## config.mk

```make
export PLATFORM = sky130hd
export DESIGN_NAME = scan_curvature_occlusion_marker_core
export DESIGN_NICKNAME = d
export VERILOG_FILES = /design/src/hdl/scom_pkg.sv /design/src/hdl/scom_curv_pipe.sv /design/src/hdl/scan_curvature_occlusion_marker_core.sv
export SDC_FILE = /design/constraint.sdc
export NUM_CORES = 2
export LEC_CHECK = 0
export CORE_UTILIZATION = 40
export DETAILED_ROUTE_END_ITERATION = 7
export DONT_BUFFER_PORTS = 1
export REMOVE_ABC_BUFFERS = 1
export SKIP_LAST_GASP = 1
export SYNTH_ARGS = -nofsm -noshare
export SYNTH_HDL_FRONTEND = slang
export SYNTH_SLANG_ARGS = --single-unit
```

## constraint.sdc

```tcl
create_clock -name clk -period 8.5 [get_ports clk]
set_clock_uncertainty 0.15 [all_clocks]
set_input_delay 0.85 -clock clk [delete_from_list [all_inputs] [get_ports clk]]
set_output_delay 0.85 -clock clk [all_outputs]
set_load 0.05 [all_outputs]
```

## src/hdl/scom_pkg.sv

```systemverilog
// Shared widths, register map, reset values and item types of the scan curvature marker.
package scom_pkg;

    // Field widths of the point and result items.
    localparam int RANGE_W   = 18;
    localparam int COL_W     = 11;
    localparam int CURV_W    = 44;
    localparam int GAP_W     = 18;
    localparam int RATIO_W   = 16;

    // Default half window: neighbors taken on each side of a point.
    localparam int HALF_WINDOW_DEF = 5;

    // Configuration port geometry.
    localparam int APB_DATA_W = 32;
    localparam int APB_ADDR_W = 4;
    localparam int REG_IDX_W  = 2;

    // Register indexes.
    localparam logic [REG_IDX_W-1:0] REG_OCC_GAP   = 2'd0;
    localparam logic [REG_IDX_W-1:0] REG_COL_LIMIT = 2'd1;
    localparam logic [REG_IDX_W-1:0] REG_PARALLAX  = 2'd2;

    // Register reset values.
    localparam logic [GAP_W-1:0]   OCC_GAP_RST   = 18'd300;
    localparam logic [COL_W-1:0]   COL_LIMIT_RST = 11'd10;
    localparam logic [RATIO_W-1:0] PARALLAX_RST  = 16'd1311;

    // One incoming lidar point.
    typedef struct packed {
        logic [RANGE_W-1:0] range_mm;
        logic [COL_W-1:0]   column;
        logic               end_of_scan;
    } point_t;

    // One marked point leaving the block.
    typedef struct packed {
        logic [RANGE_W-1:0] point_range_mm;
        logic [COL_W-1:0]   point_column;
        logic [CURV_W-1:0]  curvature;
        logic               curvature_valid;
        logic               excluded;
        logic               last_point;
    } result_t;

    // Point handed from the window to the curvature pipeline.
    typedef struct packed {
        logic [RANGE_W-1:0] range_mm;
        logic [COL_W-1:0]   column;
        logic               excluded;
        logic               curv_valid;
        logic               last_point;
    } emit_t;

endpackage

```

## src/hdl/scom_curv_pipe.sv

```systemverilog
// Three-stage curvature pipeline: neighbor sum, absolute difference, square.
module scom_curv_pipe #(
    parameter int HALF_WINDOW = scom_pkg::HALF_WINDOW_DEF
) (
    input  logic                          clk,
    input  logic                          rst_n,
    input  logic                          emit_valid,
    output logic                          emit_ready,
    input  scom_pkg::emit_t               emit,
    input  logic [scom_pkg::RANGE_W-1:0]  nbr [2*HALF_WINDOW],
    output logic                          result_valid,
    input  logic                          result_ready,
    output scom_pkg::result_t             result
);

    localparam int NBR   = 2 * HALF_WINDOW;
    localparam int SUM_W = scom_pkg::RANGE_W + $clog2(NBR);
    localparam int SQ_W  = 2 * SUM_W;
    localparam logic [SUM_W-1:0] NBR_CNT = SUM_W'(NBR);

    logic                 b_vld_reg;
    scom_pkg::emit_t      b_emit_reg;
    logic [SUM_W-1:0]     b_sum_reg;
    logic                 c_vld_reg;
    scom_pkg::emit_t      c_emit_reg;
    logic [SUM_W-1:0]     c_diff_reg;
    logic                 d_vld_reg;
    scom_pkg::result_t    d_res_reg;

    logic                 b_rdy;
    logic                 c_rdy;
    logic                 d_rdy;
    logic [SUM_W-1:0]     nbr_sum;
    logic [SUM_W-1:0]     ctr_scaled;
    logic [SUM_W-1:0]     diff;
    logic [SQ_W-1:0]      sq;

    // Each stage loads when it is empty or its content moves on.
    assign d_rdy      = !d_vld_reg || result_ready;
    assign c_rdy      = !c_vld_reg || d_rdy;
    assign b_rdy      = !b_vld_reg || c_rdy;
    assign emit_ready = b_rdy;

    // Sum of the neighbor ranges.
    always_comb
    begin
        nbr_sum = '0;
        for (int i = 0; i < NBR; i++)
        begin
            nbr_sum = nbr_sum + SUM_W'(nbr[i]);
        end
    end

    // Distance between the neighbor sum and the scaled center range.
    assign ctr_scaled = SUM_W'(b_emit_reg.range_mm) * NBR_CNT;
    assign diff = (b_sum_reg >= ctr_scaled) ? (b_sum_reg - ctr_scaled)
                                            : (ctr_scaled - b_sum_reg);

    // Square of the difference.
    assign sq = SQ_W'(c_diff_reg) * SQ_W'(c_diff_reg);

    // Stage valid flags.
    always_ff @(posedge clk or negedge rst_n)
    begin
        if (!rst_n)
        begin
            b_vld_reg <= 1'b0;
            c_vld_reg <= 1'b0;
            d_vld_reg <= 1'b0;
        end
        else
        begin
            if (b_rdy)
            begin
                b_vld_reg <= emit_valid;
            end
            if (c_rdy)
            begin
                c_vld_reg <= b_vld_reg;
            end
            if (d_rdy)
            begin
                d_vld_reg <= c_vld_reg;
            end
        end
    end

    // Stage payloads.
    always_ff @(posedge clk)
    begin
        if (b_rdy && emit_valid)
        begin
            b_emit_reg <= emit;
            b_sum_reg  <= nbr_sum;
        end
        if (c_rdy && b_vld_reg)
        begin
            c_emit_reg <= b_emit_reg;
            c_diff_reg <= diff;
        end
        if (d_rdy && c_vld_reg)
        begin
            d_res_reg.point_range_mm  <= c_emit_reg.range_mm;
            d_res_reg.point_column    <= c_emit_reg.column;
            d_res_reg.curvature       <= c_emit_reg.curv_valid ?
                                         scom_pkg::CURV_W'(sq) : '0;
            d_res_reg.curvature_valid <= c_emit_reg.curv_valid;
            d_res_reg.excluded        <= c_emit_reg.excluded;
            d_res_reg.last_point      <= c_emit_reg.last_point;
        end
    end

    assign result_valid = d_vld_reg;
    assign result       = d_res_reg;

endmodule

```

## src/hdl/scan_curvature_occlusion_marker_core.sv

```systemverilog
// Top level of the scan curvature and occlusion marker: window, marking tests and config port.
//
// Points of one scan enter in order, one per cycle while point_ready is high, and leave
// HALF_WINDOW+1 points later with their curvature, a curvature valid bit and an excluded
// bit. In steady state the block takes one item per cycle unless result_ready stalls it;
// a result passes through the sum, difference and square registers after the item that
// pushes its point to the center of the shift window. After an item with end_of_scan,
// point_ready stays low while the window shifts out the remaining points; this flush and
// result_ready set the rate. The occlusion and parallax tests run on the window as each
// item enters; the curvature goes through a sum, difference and square stage. The
// configuration registers sit at byte addresses 0, 4 and 8 and should be written only
// between scans.
module scan_curvature_occlusion_marker_core #(
    parameter int HALF_WINDOW = scom_pkg::HALF_WINDOW_DEF
) (
    input  logic                              clk,
    input  logic                              rst_n,
    input  logic                              psel,
    input  logic                              penable,
    input  logic                              pwrite,
    input  logic [scom_pkg::APB_ADDR_W-1:0]   paddr,
    input  logic [scom_pkg::APB_DATA_W-1:0]   pwdata,
    output logic [scom_pkg::APB_DATA_W-1:0]   prdata,
    output logic                              pready,
    input  logic                              point_valid,
    output logic                              point_ready,
    input  scom_pkg::point_t                  point,
    output logic                              result_valid,
    input  logic                              result_ready,
    output scom_pkg::result_t                 result
);

    localparam int DEPTH  = 2 * HALF_WINDOW + 2;
    localparam int NBR    = 2 * HALF_WINDOW;
    localparam int PEND_W = $clog2(HALF_WINDOW + 1);
    localparam int PROD_W = scom_pkg::RATIO_W + scom_pkg::RANGE_W;
    localparam logic [PEND_W-1:0] PEND_FULL = PEND_W'(HALF_WINDOW);

    // Configuration registers.
    logic [scom_pkg::GAP_W-1:0]    occ_gap_reg;
    logic [scom_pkg::COL_W-1:0]    col_limit_reg;
    logic [scom_pkg::RATIO_W-1:0]  parallax_reg;
    logic                          cfg_wr;
    logic [scom_pkg::REG_IDX_W-1:0] reg_idx;

    // Shift window, newest point in slot 0.
    logic [scom_pkg::RANGE_W-1:0]  rng_win_reg [DEPTH];
    logic [scom_pkg::COL_W-1:0]    col_win_reg [DEPTH];
    logic [DEPTH-1:0]              exc_win_reg;
    logic [DEPTH-1:0]              real_win_reg;
    logic [scom_pkg::RANGE_W-1:0]  rng_sh [DEPTH];
    logic [scom_pkg::COL_W-1:0]    col_sh [DEPTH];
    logic [DEPTH-1:0]              exc_sh;
    logic [DEPTH-1:0]              real_sh;

    // Forward exclusions still owed, and the end-of-scan flush.
    logic [PEND_W-1:0]             pend_reg;
    logic [PEND_W-1:0]             pend_next;
    logic                          flush_reg;
    logic                          flush_next;
    logic [PEND_W-1:0]             flush_cnt_reg;
    logic [PEND_W-1:0]             flush_cnt_next;

    logic                          pipe_rdy;
    logic                          accept;
    logic                          flush_adv;
    logic                          flush_last;
    logic                          advance;

    // Marking tests.
    logic                          test_en;
    logic [scom_pkg::COL_W-1:0]    col_dist;
    logic                          col_near;
    logic [scom_pkg::RANGE_W:0]    near_plus_gap;
    logic [scom_pkg::RANGE_W:0]    new_plus_gap;
    logic                          occ_back;
    logic                          occ_fwd;
    logic                          back_mark;
    logic                          fwd_mark;
    logic [PROD_W-1:0]             par_lim;
    logic [scom_pkg::RANGE_W-1:0]  step_prev;
    logic [scom_pkg::RANGE_W-1:0]  step_next;
    logic                          par_mark;

    // Emission towards the curvature pipeline.
    logic                          emit_vld;
    scom_pkg::emit_t               emit;
    logic [scom_pkg::RANGE_W-1:0]  nbr [NBR];

    // Configuration port: writes complete in the access phase, reads are decoded.
    assign pready  = 1'b1;
    assign cfg_wr  = psel && penable && pwrite;
    assign reg_idx = paddr[scom_pkg::APB_ADDR_W-1:2];

    always_ff @(posedge clk or negedge rst_n)
    begin
        if (!rst_n)
        begin
            occ_gap_reg   <= scom_pkg::OCC_GAP_RST;
            col_limit_reg <= scom_pkg::COL_LIMIT_RST;
            parallax_reg  <= scom_pkg::PARALLAX_RST;
        end
        else if (cfg_wr)
        begin
            case (reg_idx)
                scom_pkg::REG_OCC_GAP:   occ_gap_reg   <= pwdata[scom_pkg::GAP_W-1:0];
                scom_pkg::REG_COL_LIMIT: col_limit_reg <= pwdata[scom_pkg::COL_W-1:0];
                scom_pkg::REG_PARALLAX:  parallax_reg  <= pwdata[scom_pkg::RATIO_W-1:0];
                default: ;
            endcase
        end
    end

    always_comb
    begin
        case (reg_idx)
            scom_pkg::REG_OCC_GAP:   prdata = scom_pkg::APB_DATA_W'(occ_gap_reg);
            scom_pkg::REG_COL_LIMIT: prdata = scom_pkg::APB_DATA_W'(col_limit_reg);
            scom_pkg::REG_PARALLAX:  prdata = scom_pkg::APB_DATA_W'(parallax_reg);
            default:                 prdata = '0;
        endcase
    end

    // The window moves on an accepted item or on a flush step, only when the pipeline
    // can take the point that reaches the center.
    assign point_ready = pipe_rdy && !flush_reg;
    assign accept      = point_valid && point_ready;
    assign flush_adv   = flush_reg && pipe_rdy;
    assign flush_last  = flush_adv && (flush_cnt_reg == PEND_FULL);
    assign advance     = accept || flush_adv;

    // Tests at the newest stored point, with the arriving item as its successor.
    assign test_en  = accept && real_win_reg[HALF_WINDOW];
    assign col_dist = (point.column >= col_win_reg[0]) ? (point.column - col_win_reg[0])
                                                       : (col_win_reg[0] - point.column);
    assign col_near = col_dist < col_limit_reg;

    assign near_plus_gap = {1'b0, rng_win_reg[0]} + {1'b0, occ_gap_reg};
    assign new_plus_gap  = {1'b0, point.range_mm} + {1'b0, occ_gap_reg};
    assign occ_back      = {1'b0, rng_win_reg[0]} > new_plus_gap;
    assign occ_fwd       = {1'b0, point.range_mm} > near_plus_gap;
    assign back_mark     = test_en && col_near && occ_back;
    assign fwd_mark      = test_en && col_near && !occ_back && occ_fwd;

    // Parallax: both neighbor steps exceed the ratio times the range.
    assign par_lim   = PROD_W'(parallax_reg) * PROD_W'(rng_win_reg[0]);
    assign step_prev = (rng_win_reg[1] >= rng_win_reg[0]) ? (rng_win_reg[1] - rng_win_reg[0])
                                                          : (rng_win_reg[0] - rng_win_reg[1]);
    assign step_next = (point.range_mm >= rng_win_reg[0]) ? (point.range_mm - rng_win_reg[0])
                                                          : (rng_win_reg[0] - point.range_mm);
    assign par_mark  = test_en
                    && ({step_prev, {scom_pkg::RATIO_W{1'b0}}} > par_lim)
                    && ({step_next, {scom_pkg::RATIO_W{1'b0}}} > par_lim);

    // Shifted window with this cycle's marks applied.
    always_comb
    begin
        rng_sh[0] = point.range_mm;
        col_sh[0] = point.column;
        for (int j = 1; j < DEPTH; j++)
        begin
            rng_sh[j] = rng_win_reg[j-1];
            col_sh[j] = col_win_reg[j-1];
        end
        exc_sh  = {exc_win_reg[DEPTH-2:0], accept && ((pend_reg != '0) || fwd_mark)};
        real_sh = {real_win_reg[DEPTH-2:0], accept};
        if (back_mark)
        begin
            for (int j = 1; j <= HALF_WINDOW + 1; j++)
            begin
                exc_sh[j] = 1'b1;
            end
        end
        if (par_mark)
        begin
            exc_sh[1] = 1'b1;
        end
    end

    // Point at the center slot and its neighbors.
    always_comb
    begin
        emit_vld        = advance && real_sh[HALF_WINDOW+1];
        emit.range_mm   = rng_sh[HALF_WINDOW+1];
        emit.column     = col_sh[HALF_WINDOW+1];
        emit.excluded   = exc_sh[HALF_WINDOW+1];
        emit.curv_valid = real_sh[1] && real_sh[DEPTH-1];
        emit.last_point = flush_last;
        for (int d = 1; d <= HALF_WINDOW; d++)
        begin
            nbr[d-1]             = rng_sh[HALF_WINDOW+1-d];
            nbr[HALF_WINDOW+d-1] = rng_sh[HALF_WINDOW+1+d];
        end
    end

    // Pending forward exclusions and flush sequencing.
    always_comb
    begin
        pend_next      = pend_reg;
        flush_next     = flush_reg;
        flush_cnt_next = flush_cnt_reg;
        if (accept)
        begin
            if (point.end_of_scan)
            begin
                pend_next      = '0;
                flush_next     = 1'b1;
                flush_cnt_next = '0;
            end
            else if (fwd_mark)
            begin
                pend_next = PEND_FULL;
            end
            else if (pend_reg != '0)
            begin
                pend_next = pend_reg - PEND_W'(1);
            end
        end
        if (flush_adv)
        begin
            if (flush_last)
            begin
                flush_next = 1'b0;
            end
            else
            begin
                flush_cnt_next = flush_cnt_reg + PEND_W'(1);
            end
        end
    end

    // Control state.
    always_ff @(posedge clk or negedge rst_n)
    begin
        if (!rst_n)
        begin
            real_win_reg  <= '0;
            pend_reg      <= '0;
            flush_reg     <= 1'b0;
            flush_cnt_reg <= '0;
        end
        else
        begin
            if (advance)
            begin
                real_win_reg <= flush_last ? '0 : real_sh;
            end
            pend_reg      <= pend_next;
            flush_reg     <= flush_next;
            flush_cnt_reg <= flush_cnt_next;
        end
    end

    // Window payload.
    always_ff @(posedge clk)
    begin
        if (advance)
        begin
            rng_win_reg <= rng_sh;
            col_win_reg <= col_sh;
            exc_win_reg <= exc_sh;
        end
    end

    scom_curv_pipe #(
        .HALF_WINDOW (HALF_WINDOW)
    ) u_curv_pipe (
        .clk          (clk),
        .rst_n        (rst_n),
        .emit_valid   (emit_vld),
        .emit_ready   (pipe_rdy),
        .emit         (emit),
        .nbr          (nbr),
        .result_valid (result_valid),
        .result_ready (result_ready),
        .result       (result)
    );

endmodule

```

==> flow_summary.yaml <==
layout:
  nets: 6721
  fill_cells: 12900
  seq_area_mm2: 0.0153
  diodes: 0
  multi_input_area_mm2: 0.0354
  largest_register_ffs: 180
  syn_to_final_growth_pct: 8.65
  drive_above_1_share_pct: 6.45
  fin_cells: 7188
clock_tree:
  cts.sink_count: 519
  ctsHtreeMaxLevel: 2
  clockBufferDepth: 3
  tritoncts: "built"
  cts_inserted_buffers: 61
  clk_latency_ps: 720
  clockRootBuffer: "clkbuf_16"
  clk_pin_slew_ps: 80
global_route:
  grt_max_degree: 177
  track_usage_pct: 18.4
  overflow: 0
  antenna_found_initial: 4
  grt_pass1_wl_um: 206000
  first_global_vias: 38600
outcome:
  outcome: "finished clean"
hold_path:
  hp-start: "point[29]"
  min_to: "nbr[107]"
  min_path_type: "input port to flip-flop"
  hold_depth: 0
worst_setup_path:
  cp_num_buf_inv: 6
  cp-start-kind: "flip-flop"
  slowest_delay_ps: 550
  crit_path_frequent_cell: "fa_1"
  crit_family: "adder cells"
  rrSetupSlack_ps: 240
  r2r-start: "nbr[95]"
  arrival_ps: 8540
  critical_path.max_fanout: 5
  endpoint_kind: "flip-flop"
  critPathRequiredTime_ps: 8780
  r2r_cells: 31
  cp_slowest_cell: "fa_1"
  worstReg2RegEnd: "exc_win_reg[1]"
  path_class: "flip-flop to flip-flop"
timing:
  hold_violations: 0
  slew_headroom_pct: 23.2
  hold_ws_ps: 72.0
  grt_setup_unrepaired: "true"
  tightest_slew_ps: 1150
  slew_violations: 0
  finalCriticalPeriod_ps: 8260
  setup_viol: 0
  period_share_pct: 97.1
  timing.fmax_ghz: 0.121
synth:
  ys_seq_area_share_pct: 27.7
  yosys_warnings: 0
  synth_edf_count: 453
  postSynthAreaPerCell_um2: 10.4
  ys_types: 90
  syn-cell-area_mm2: 0.0552
  async_flop_share_pct: 12.7
  yosys_register_bits: 519
  ys.flop_type: "edfxtp_1"
  synth_cells: 5309
placement:
  port_buffers: 0
  dpl.cell_count: 7055
  place.gp.congestion: 0.897
  dp.final_hpwl_um: 103000
floorplanning:
  fp.dieW_um: 374
  top_level_ports: 184
  start_util_pct: 40.6
  die_y_um: 374
  rows: 135
  core_mm2: 0.136
  die_area_mm2: 0.140
detailed_routing:
  antenna_left: 0
  vias: 36300
  route.detailed.wl_per_inst_um: 17.7
  drtIter0Drc: 1688
  vias_per_cell: 5.05
  drt-total-wl_um: 127000
  drt_pass1_iterations: 5
  drcViolationCount: 0
run:
  maxCapViolCount: 0
[area by class of cell]
class                           instances  share of cell area, %
Sequential cell                       519                   25.5
Clock buffer                           81                   2.74
Inverter                             1063                   6.66
Timing Repair Buffer                  140                   1.90
Tap cell                             1781                   3.71
Multi-Input combinational cell       3571                   58.9
Clock inverter                         33                  0.563
[per-stage QoR]
| step | setup slack [ps] | utilization (%) | cell area [µm²] | setup TNS (ps) |
|---|---|---|---|---|
| 2_1_floorplan | -763 | - | 54500 | -41180 |
| 6_report | 243 | 44.1 | 60000 | 0 |
| 5_1_grt | -171 | 44.1 | 60000 | -171 |
| 3_3_place_gp | 84.2 | 42.4 | 57800 | 0 |
| 3_5_place_dp | 59.4 | 42.4 | 57800 | 0 |
| 4_1_cts | 13.8 | 43.9 | 59800 | 0 |
[cell usage in the layout (no fill, tap or decap), types with 57 or more instances in the layout]
cell type,count
a21o_1,123
a21oi_1,225
and2_1,271
buf_4,132
clkbuf_16,62
edfxtp_1,453
fa_1,705
ha_1,587
inv_1,1061
mux2i_1,57
nand2_1,437
nor2_1,167
o21ai_0,155
xnor2_1,119
xor2_1,79
[cell families after synthesis]
group,share of synthesized area [%]
adder cells (fa/ha/maj),38.9
buffers and inverters,8.54
AND/OR/NAND/NOR,10.4
AO/OA/AOI/OAI,9.27
flip-flops,27.7
XOR/XNOR,3.17
multiplexers,2.01
other,0.0136
[timing repair]
action / in CTS / in global routing
setup buffers: 0 / 17
gates resized for setup: 0 / 18
hold endpoints to repair: 66 / 0
hold buffers: 2 / 0
endpoints found under the setup margin: 0 / 9
[worst max path at each step]
stage,start,depth (start not counted),endpoint,slack [ps]
finish,nbr[95],31,exc_win_reg[1],240
global route,nbr[99],31,exc_win_reg[1],-170
CTS,nbr[92],31,exc_win_reg[1],10
detailed placement,nbr[92],31,exc_win_reg[1],60
global placement,nbr[92],31,exc_win_reg[1],80
floorplan,result_ready,6,u_curv_pipe.b_emit_reg[0],-760
[routing by layer]
layer / vias up / routed length (µm) / global-route usage (%)
met5: - / 13 / 0
met4: 2 / 3350 / 5.40
met3: 191 / 5680 / 2.48
met2: 736 / 63200 / 32.7
met1: 18000 / 54900 / 23.2
li1: 17300 / - / -
[synth_stat cells, drive strengths merged, types with 41 or more instances]
master | count | area, µm²
a21oi | 228 | 1140
edfxtp | 453 | 13600
dfrtp | 53 | 1330
nor2 | 167 | 627
xnor2 | 119 | 1040
nor3 | 52 | 260
a21o | 124 | 932
clkbuf | 137 | 514
and2 | 273 | 1710
ha | 587 | 7340
nor2b | 46 | 288
fa | 705 | 14100
xor2 | 80 | 708
mux2i | 57 | 571
nand2 | 438 | 1650
inv | 1063 | 3990
o21ai | 178 | 902
o21a | 41 | 308
mux2 | 48 | 541
Power is not shown: default switching activity piles up to over one toggle a cycle in this logic, so the estimate is an artifact.
